**src/rtl/pulse_flow_meter_top_defines.svh**
```systemverilog
// assertion macros for the pulse flow meter
// used by pulse_flow_meter_top, expects clk and arst_n in scope
`ifndef PULSE_FLOW_METER_TOP_DEFINES_SVH
`define PULSE_FLOW_METER_TOP_DEFINES_SVH
`ifndef SYNTHESIS
`define PFM_ASSERT_IMP(label, ante, cons) \
	label: assert property (@(posedge clk) disable iff (!arst_n) (ante) |-> (cons)) \
		else $error("assertion failed");
`define PFM_ASSERT_NXT(label, ante, cons) \
	label: assert property (@(posedge clk) disable iff (!arst_n) (ante) |=> (cons)) \
		else $error("assertion failed");
`else
`define PFM_ASSERT_IMP(label, ante, cons)
`define PFM_ASSERT_NXT(label, ante, cons)
`endif
`endif

```
**src/rtl/pfm_pkg.sv**
```systemverilog
// types and constants for the pulse flow meter
// no dependencies
`timescale 1ns / 1ps
package pfm_pkg;
	localparam logic [1:0] FUNC_PULSE     = 2'd0;
	localparam logic [1:0] FUNC_TICK      = 2'd1;
	localparam logic [1:0] FUNC_RST_DAILY = 2'd2;
	localparam logic [1:0] FUNC_RST_INT   = 2'd3;

	localparam logic [0:0] REG_VPP     = 1'b0;
	localparam logic [0:0] REG_DENSITY = 1'b1;

	localparam int MS_PER_MIN  = 60000;
	localparam int MIN_PER_DAY = 1440;
	localparam logic [29:0] NANO       = 30'd1000000000;
	// floor(2^61 / 1e9), used on bits [50:21] of a 51-bit dividend
	localparam logic [31:0] RECIP_NANO = 32'd2305843009;

	typedef struct packed {
		logic [1:0]  func;
		logic [31:0] now_ms;
	} in_item_t;

	typedef struct packed {
		logic [31:0] pulse_count;
		logic [31:0] daily_pulse_count;
		logic [47:0] total_volume_ul;
		logic [47:0] daily_volume_ul;
		logic [31:0] last_interval_ms;
		logic [39:0] flow_ul_per_min;
		logic [50:0] flow_ul_per_day;
		logic [51:0] mass_g_per_day;
		logic        flow_active;
	} out_item_t;

	typedef struct packed {
		logic capture;
		logic exec;
		logic decide;
		logic div_step;
		logic flow_set;
		logic per_day;
		logic m_est;
		logic m_rem;
		logic m_fix;
		logic x_from_rem;
		logic mass_set;
		logic out_load;
	} cmd_t;

	typedef struct packed {
		logic do_div;
	} stat_t;
endpackage

```
**src/rtl/pfm_ctrl.sv**
```systemverilog
// controller: sequences one item through update, an optional flow divide and mass steps
// depends on pfm_pkg
`timescale 1ns / 1ps
module pfm_ctrl #(
	parameter int WINDOW = 10
) (
	input  logic           clk,
	input  logic           arst_n,
	input  logic           in_valid,
	output logic           in_stall,
	output logic           out_valid,
	input  logic           out_stall,
	input  pfm_pkg::stat_t stat,
	output pfm_pkg::cmd_t  cmd
);
	localparam int FLOW_STEPS = 40 + $clog2(WINDOW + 1);

	typedef enum logic [11:0] {
		S_IDLE = 12'b000000000001,
		S_EXEC = 12'b000000000010,
		S_DEC  = 12'b000000000100,
		S_FDIV = 12'b000000001000,
		S_FSET = 12'b000000010000,
		S_PDAY = 12'b000000100000,
		S_EST  = 12'b000001000000,
		S_REM  = 12'b000010000000,
		S_FIX  = 12'b000100000000,
		S_XRM  = 12'b001000000000,
		S_MSET = 12'b010000000000,
		S_OUT  = 12'b100000000000
	} state_t;

	state_t state_q, state_d;
	logic [6:0] cnt_q;
	logic       pass_q;
	logic       out_valid_q;
	logic       out_free;

	assign in_stall  = state_q != S_IDLE;
	assign out_valid = out_valid_q;
	assign out_free  = !out_valid_q || !out_stall;

	always_comb begin
		cmd = '0;
		state_d = state_q;
		unique case (state_q)
			S_IDLE: begin
				cmd.capture = in_valid;
				if (in_valid) state_d = S_EXEC;
			end
			S_EXEC: begin
				cmd.exec = 1'b1;
				state_d = S_DEC;
			end
			S_DEC: begin
				cmd.decide = 1'b1;
				state_d = stat.do_div ? S_FDIV : S_PDAY;
			end
			S_FDIV: begin
				cmd.div_step = 1'b1;
				if (cnt_q == 7'd0) state_d = S_FSET;
			end
			S_FSET: begin
				cmd.flow_set = 1'b1;
				state_d = S_PDAY;
			end
			S_PDAY: begin
				cmd.per_day = 1'b1;
				state_d = S_EST;
			end
			S_EST: begin
				cmd.m_est = 1'b1;
				state_d = S_REM;
			end
			S_REM: begin
				cmd.m_rem = 1'b1;
				state_d = S_FIX;
			end
			S_FIX: begin
				cmd.m_fix = 1'b1;
				state_d = pass_q ? S_MSET : S_XRM;
			end
			S_XRM: begin
				cmd.x_from_rem = 1'b1;
				state_d = S_EST;
			end
			S_MSET: begin
				cmd.mass_set = 1'b1;
				state_d = S_OUT;
			end
			S_OUT: begin
				cmd.out_load = out_free;
				if (out_free) state_d = S_IDLE;
			end
			default: state_d = S_IDLE;
		endcase
	end

	always_ff @(posedge clk or negedge arst_n) begin
		if (!arst_n) begin
			state_q <= S_IDLE;
			cnt_q <= '0;
			pass_q <= 1'b0;
			out_valid_q <= 1'b0;
		end else begin
			state_q <= state_d;
			if (cmd.decide) begin
				cnt_q <= 7'(FLOW_STEPS - 1);
			end else if (cmd.div_step && cnt_q != 7'd0) begin
				cnt_q <= cnt_q - 7'd1;
			end
			if (cmd.per_day) begin
				pass_q <= 1'b0;
			end else if (cmd.x_from_rem) begin
				pass_q <= 1'b1;
			end
			if (cmd.out_load) begin
				out_valid_q <= 1'b1;
			end else if (!out_stall) begin
				out_valid_q <= 1'b0;
			end
		end
	end
endmodule

```
**config.mk**
```make
export PLATFORM = sky130hd
export DESIGN_NAME = pfm_ctrl
export DESIGN_NICKNAME = d
export VERILOG_FILES = /design/src/rtl/pulse_flow_meter_top_defines.svh /design/src/rtl/pfm_pkg.sv /design/src/rtl/pfm_ctrl.sv
export SDC_FILE = /design/constraint.sdc
export NUM_CORES = 1
export LEC_CHECK = 0
export BUFFER_PORTS_ARGS = -buffer_cell sky130_fd_sc_hd__buf_2
export CAP_MARGIN = 20
export CORE_AREA = 2 2 52 54
export DETAILED_ROUTE_END_ITERATION = 6
export DIE_AREA = 0 0 54 56
export PLACE_DENSITY = 0.74
export SYNTH_ARGS = -nofsm -noshare
export SYNTH_HDL_FRONTEND = slang
export SYNTH_SLANG_ARGS = --single-unit
```
**constraint.sdc**
```tcl
create_clock -name clk -period 2.5 [get_ports clk]
set_input_delay 0.375 -clock clk [delete_from_list [all_inputs] [get_ports clk]]
set_output_delay 0.375 -clock clk [all_outputs]
set_load 0.005 [all_outputs]
```
==> key figures, run 1 <==
Outcome
  • Outcome: finished, final reports clean

Clock network
  • Clock buffer depth: 2
  • TritonCTS buffer count: 3
  • Skew-Pair Late Insertion Delay: 0.30 ns
  • CTS tree: built
  • Root buffer cell: clkbuf_4
  • H-tree levels: 1
  • Clock input transition at the sequential cells of the worst setup and hold paths: roughly 0.12 ns
  • Clock net sink count: 21
  • CTS Hold Bufs: 0

Synthesis
  • Flops & latches, synth: 21
  • Synth unique cells: 43
  • YS warnings: 0
  • Post-Syn Area: around 1300 sq um
  • Area leader, netlist: dfrtp_1
  • Post-Synthesis Mean Instance Area: between 9 and 10 sq um
  • Syn_nets: roughly 140
  • Share of the synthesized area in the top cell type: about two fifths
  • Mapped Cells: ~130
  • Dominant cells by area after synthesis: dfrtp_1, nor4b_1, nor2_1
  • Post-synthesis sequential area ratio: slightly above 40%

Global routing
  • Global-route wire length before repair: approximately 3.9 mm
  • GRT met1 Usage: roughly a fifth
  • Vias in the first global route: roughly 900
  • Largest net degree at the start of global routing: 22
  • Initial antenna violation count: 0
  • Tot GR Track Use: around 17%
  • Congestion Overflow GR: 0
  • Met3 usage: roughly 3.0%
  • Gr busiest metal: met2
  • GR Layer Usage met2: between 20% and 30%

STA
  • Setup violators final: 0
  • Crit path time final: 2.369 ns
  • Fmax: 422.0 MHz
  • Worst Tran Pin Value: roughly 0.48 ns
  • Clk_skew: approximately 0.01 ns
  • Final period util: between 90% and 100%
  • Relative slew slack: between 60 and 70%
  • Max Slew Vio Count: 0
  • WHS: ~0.0034 ns
  • Final hold violation count: 0

Pwr
  • P_sw: a little over 400 uW
  • PwrDens: between 700 and 800 nW/um^2
  • Combinational Power Share: a little under two fifths
  • Seq pwr share: roughly 47%
  • Power Internal: just under 700 uW
  • Max VDD drop: roughly 0.51 mV
  • Switching part of the total: between 30 and 40%
  • Clock power share: 15.0%
  • Leakage: between 0.6 and 0.7 nW

Floorplanning
  • Initial Util: 52.37%
  • Row count: 18
  • Die extent in x: between 50 and 60 um
  • Placeable Area: about 2400 sq um
  • Die Y: between 50 and 60 um
  • Ports: 19
  • Die Area: roughly 3000 sq um

Cells and area
  • Layout cells sized above 1: between 30% and 40%
  • Layout area overhead: 13.95%
  • N_diodes: 0
  • Layout net count: 158
  • Final Cell Area: between 1000 and 1500 sq um
  • Finished Core Util: between 50 and 60%

Worst setup path
  • CP Data Arrival Time: about 2 ns
  • Worst-path fanout max: 8
  • Worst Path Required: 2.12 ns
  • Critical path class: flop to output port
  • Crit path capture type: output port
  • CP startpoint kind: flop

Routing
  • Drt pass-1 iters: 4
  • Initial drt markers: 16
  • Total routed wirelength: between 2 and 2.5 mm
  • Routed Antenna Nets: 0
  • Drc violations: 0
  • Vias per inst: between 5 and 6
  • Avg WL per Cell: ~13 um
  • Number of vias in the routed layout: about 1000

Place
  • Post-DP Area: approximately 1400 sq um
  • IO buf count: 18
  • HPWL after DPL: around 1.8 mm
  • Placer congestion estimate: 0.7413

Job
  • Maxcap violations: 0

Min path
  • HP Class: input pin to async pin
==> final cells by class <==
cell class	instances	area [sq um]
clock buffer	3	22.52
clock inverter	1	5.005
fill	218	980.9
inverter	8	30.03
multi-input combinational	92	683.2
sequential	21	530.5
tap	30	37.54
timing repair buffer	25	142.6
==> cell usage after synthesis <==
| master | number |
|---|---|
| or4_4 | 1 |
| buf_2 | 3 |
| or4b_4 | 1 |
| nor3_1 | 2 |
| nand4_1 | 2 |
| xnor2_1 | 1 |
| buf_6 | 1 |
| nand2_1 | 6 |
| xor2_1 | 3 |
| or3_1 | 3 |
| o22ai_1 | 2 |
| nand3_1 | 4 |
| o41ai_1 | 1 |
| nor4b_2 | 2 |
| o21ai_0 | 7 |
| o211ai_1 | 1 |
| nor3b_1 | 4 |
| nor3_4 | 2 |
| mux2i_1 | 4 |
| inv_1 | 8 |
| o31ai_1 | 2 |
| nand3_2 | 1 |
| or3b_2 | 1 |
| nor2_1 | 12 |
| nor4_1 | 3 |
| or4b_1 | 1 |
| nand4_2 | 1 |
| nor3b_4 | 1 |
| or4_1 | 1 |
| clkbuf_1 | 2 |
| a21oi_1 | 3 |
| nand4b_1 | 1 |
| nand2b_1 | 3 |
| dfstp_2 | 1 |
| dfrtp_1 | 20 |
| buf_4 | 1 |
| ha_1 | 2 |
| nor4_4 | 1 |
| and2_1 | 4 |
| nor4b_1 | 6 |
| a2bb2oi_1 | 1 |
| a21o_1 | 1 |
| nor2b_1 | 1 |
==> worst max-delay path, cell delays in order (launching register included) <==
cell	delay (ns)
dfrtp_1	0.50
nor3_4	0.29
nand3_1	0.15
or3b_2	0.51
a21oi_1	0.12
buf_2	0.12
==> logic make-up after synthesis <==
kind of cell	Yosys count	share of synthesized area (%)
adder cells (fa/ha/maj)	2	1.964
AO/OA/AOI/OAI	18	8.644
multiplexers	4	3.144
flip-flops	21	41.36
XOR/XNOR	4	2.751
AND/OR/NAND/NOR	64	36.54
buffers and inverters	15	5.599
==> layer usage <==
layer  up-vias  wire (um)  part of all wire [%]
li1        507          -                     -
met1       497       1067                    44
met2        14       1266                    52
met3         2         66                   2.7
met4         0         15                  0.62
met5         -          0                     0
==> flip-flops by register name, indices dropped and copies added (netlist names) <==
register   count
cnt_q          7
state_q       12
out_valid      1
pass_q         1
==> power groups by stage <==
stage / sequential [mW] / combinational [mW] / clock [mW]
2_1_floorplan: 0.476 / 0.334 / 0
3_3_place_gp: 0.507 / 0.381 / 0
3_5_place_dp: 0.516 / 0.401 / 0
4_1_cts: 0.510 / 0.401 / 0.172
5_1_grt: 0.526 / 0.469 / 0.186
6_report: 0.511 / 0.418 / 0.164
==> stage by stage <==
| step | setup slack, ns | TNS, ns | cells | power, mW |
|---|---|---|---|---|
| 3_3_place_gp | 0.4422 | 0 | 170 | 0.8882 |
| 2_1_floorplan | 0.5602 | 0 | 128 | 0.8100 |
| 4_1_cts | 0.03961 | 0 | 174 | 1.082 |
| 6_report | 0.1305 | 0 | 180 | 1.094 |
| 3_5_place_dp | 0.3844 | 0 | 170 | 0.9164 |
| 5_1_grt | -0.0003306 | -0.0003306 | 180 | 1.180 |
==> timing repair <==
| item | CTS | global route |
|---|---|---|
| setup endpoints to repair | 0 | 5 |
| setup buffers | 0 | 6 |
| resized for setup | 0 | 5 |
==> cell usage in the layout, fill, tap and decap left out, types with 4 or more instances in the layout <==
cell | netlist | routed
and2_1 | 4 | 4
buf_2 | 3 | 18
buf_4 | 1 | 7
dfrtp_1 | 20 | 17
inv_1 | 8 | 8
mux2i_1 | 4 | 4
nand2_1 | 6 | 6
nand3_1 | 4 | 4
nor2_1 | 12 | 11
nor4b_1 | 6 | 6
o21ai_0 | 7 | 7
==> worst paths after layout <==
check / from / endpoint / slack [ns] / depth (start not counted)
worst max-delay path: state_q[7]$_DFFE_PN0P_ / cmd[0] / 0.13 / 5
worst min-delay path: arst_n / state_q[6]$_DFFE_PN0P_ / 0.003 / 1
worst max register to register: state_q[7]$_DFFE_PN0P_ / cnt_q[2]$_DFFE_PN0P_ / 0.43 / 6
worst min register to register: pass_q$_DFFE_PN0P_ / state_q[9]$_DFFE_PN0P_ / 0.50 / 1
max in group asynchronous: arst_n / state_q[1]$_DFFE_PN0P_ / 2.13 / 1
min in group clk: stat / state_q[5]$_DFFE_PN0P_ / 0.26 / 2
(Power assumes the default switching activity.)
==> run 2: changes to the inputs <==
--- a/config.mk
+++ b/config.mk
@@ -7,9 +7,9 @@
 export LEC_CHECK = 0
 export BUFFER_PORTS_ARGS = -buffer_cell sky130_fd_sc_hd__buf_2
 export CAP_MARGIN = 20
-export CORE_AREA = 2 2 52 54
+export CORE_AREA = 2 2 47 59
 export DETAILED_ROUTE_END_ITERATION = 6
-export DIE_AREA = 0 0 54 56
+export DIE_AREA = 0 0 49 61
 export PLACE_DENSITY = 0.74
 export SYNTH_ARGS = -nofsm -noshare
 export SYNTH_HDL_FRONTEND = slang
==> key figures, run 2 (synthesis gave the netlist of run 1 again) <==
Clock network
  • Root buffer cell: clkbuf_4
  • CTS tree: built
  • H-tree levels: 1
  • Clock net sink count: 21
  • TritonCTS buffer count: 3
  • Skew-Pair Late Insertion Delay: ~0.3 ns
  • Clock input transition at the sequential cells of the worst setup and hold paths: around 0.11 ns
  • Clock buffer depth: 2

Cells and area
  • Final Cell Area: ~1400 sq um
  • Commonest non-fill, non-tap cell in the layout: buf_2
  • Layout net count: about 160
  • Commonest cells after routing, fill and taps aside: buf_2, dfrtp_1, nor2_1
  • Layout cells sized above 1: a little under a third
  • Reg with most FFs: state_q
  • N_diodes: 0
  • Top Registers: state_q x12, cnt_q x7
  • Final std cells w/o fill: 180
  • Layout area overhead: 12.87%
  • Max FFs per register: 12

Global routing
  • Congestion Overflow GR: 0
  • Initial antenna violation count: 0
  • Tot GR Track Use: between 10% and 20%
  • Global-route wire length before repair: approximately 3.8 mm
  • Largest net degree at the start of global routing: 22
  • Vias in the first global route: 903

Pwr
  • Seq pwr share: a little under half
  • P_sw: just over 400 uW
  • Leakage: roughly 0.66 nW
  • Clock power share: between 10 and 15%
  • Switching part of the total: between 30% and 40%
  • PwrDens: 760.4 nW/um^2
  • Power Internal: roughly 680 uW
  • Max VDD drop: ~0.4 mV
  • Combinational Power Share: a little under two fifths

Place
  • Post-DP Area: approximately 1400 sq um
  • Inst Count DP: 173
  • Placer congestion estimate: ~0.77
  • HPWL after DPL: 1.721 mm
  • IO buf count: 18

Floorplanning
  • Ports: 19
  • Die Area: roughly 3000 sq um
  • Initial Util: 52.47%
  • Die Y: between 60 and 70 um
  • Placeable Area: roughly 2400 sq um
  • Die extent in x: 49 um
  • Row count: 20

Routing
  • Wire length on met2: roughly 1.2 mm
  • WL met1: around 950 um
  • Metal3 WL: about 78 um
  • Initial drt markers: 8
  • Drt pass-1 iters: 4
  • Number of vias in the routed layout: roughly 1000
  • Drc violations: 0
  • Total routed wirelength: between 2 and 2.5 mm
  • Vias per inst: 5.683
  • Top layer in use: met4
  • Routed Antenna Nets: 0
  • Avg WL per Cell: around 13 um

Worst setup path
  • CP Data Arrival Time: around 2 ns
  • Worst-path fanout max: 8
  • Worst Path Required: around 2.1 ns
  • CP startpoint: state_q[9]$_DFFE_PN0P_
  • Worst r2r src: state_q[9]$_DFFE_PN0P_
  • CP startpoint kind: flop
  • Crit path capture type: output port
  • Critical path class: flop to output port

STA
  • Worst Tran Pin Value: between 0.4 and 0.5 ns
  • Final hold violation count: 0
  • Fmax: ~420 MHz
  • Final period util: 95.33%
  • Max Slew Vio Count: 0
  • Relative slew slack: 69.28%
  • Clk_skew: roughly 0.0019 ns
  • Setup violators final: 0
  • Crit path time final: ~2.4 ns

Job
  • Maxcap violations: 0

Outcome
  • Outcome: finished, final reports clean

Min path
  • HP Class: input pin to async pin
run 2: timing repair:
action	4_1_cts	5_1_grt
hold buffers	0	0
setup buffers	0	3
resized for setup	0	8
endpoints found under the setup margin	0	4
run 2: per-stage QoR:
stage               setup slack (ns)  hold WS (ns)  utilization, %  total power, mW  setup TNS [ns]
finish                        0.1168      0.005645           59.23            1.093               0
global route                -0.03095       0.03230           59.23            1.178        -0.03769
CTS                          0.02418       0.01321           57.58            1.077               0
detailed placement            0.3800        0.3564           56.49           0.9138               0
global placement              0.4374        0.3563           56.49           0.8906               0
floorplan                     0.5602       0.07941               -           0.8100               0
run 2: routing by layer:
layer | vias to the layer above | track usage [%]
li1 | 503 | -
met1 | 490 | 18.07
met2 | 23 | 31.12
met3 | 7 | 2.463
met4 | 0 | 11.84
met5 | - | 0
run 2: critical path: stages (launching register included):
cell,delay (ns)
dfrtp_1,0.51
nor3_4,0.32
nand3_2,0.13
or3b_2,0.50
a21oi_1,0.13
buf_2,0.12
run 2: path summary, 6_finish.rpt:
| kind | cells after the start | slack [ns] | to |
|---|---|---|---|
| setup / recovery | 5 | 0.12 | cmd[0] |
| hold / removal | 1 | 0.006 | state_q[6]$_DFFE_PN0P_ |
| setup reg to reg | 5 | 0.47 | cnt_q[2]$_DFFE_PN0P_ |
| hold reg to reg | 1 | 0.49 | state_q[9]$_DFFE_PN0P_ |
| max in group asynchronous | 1 | 2.15 | state_q[0]$_DFFE_PN1P_ |
| min in group clk | 2 | 0.27 | state_q[5]$_DFFE_PN0P_ |
run 2: power groups by stage:
stage / combinational (mW) / sequential [mW] / clock (mW)
floorplan: 0.334 / 0.476 / 0
global placement: 0.383 / 0.508 / 0
detailed placement: 0.399 / 0.514 / 0
CTS: 0.399 / 0.510 / 0.167
global route: 0.468 / 0.526 / 0.183
finish: 0.418 / 0.515 / 0.160
run 2: area by class of cell:
| cell class | count | area [sq um] |
|---|---|---|
| Timing Repair Buffer | 22 | 120.1 |
| Fill cell | 217 | 989.7 |
| Sequential cell | 21 | 534.3 |
| Multi-Input combinational cell | 92 | 685.7 |
| Inverter | 8 | 30.03 |
| Tap cell | 33 | 41.29 |
| Clock buffer | 4 | 26.28 |
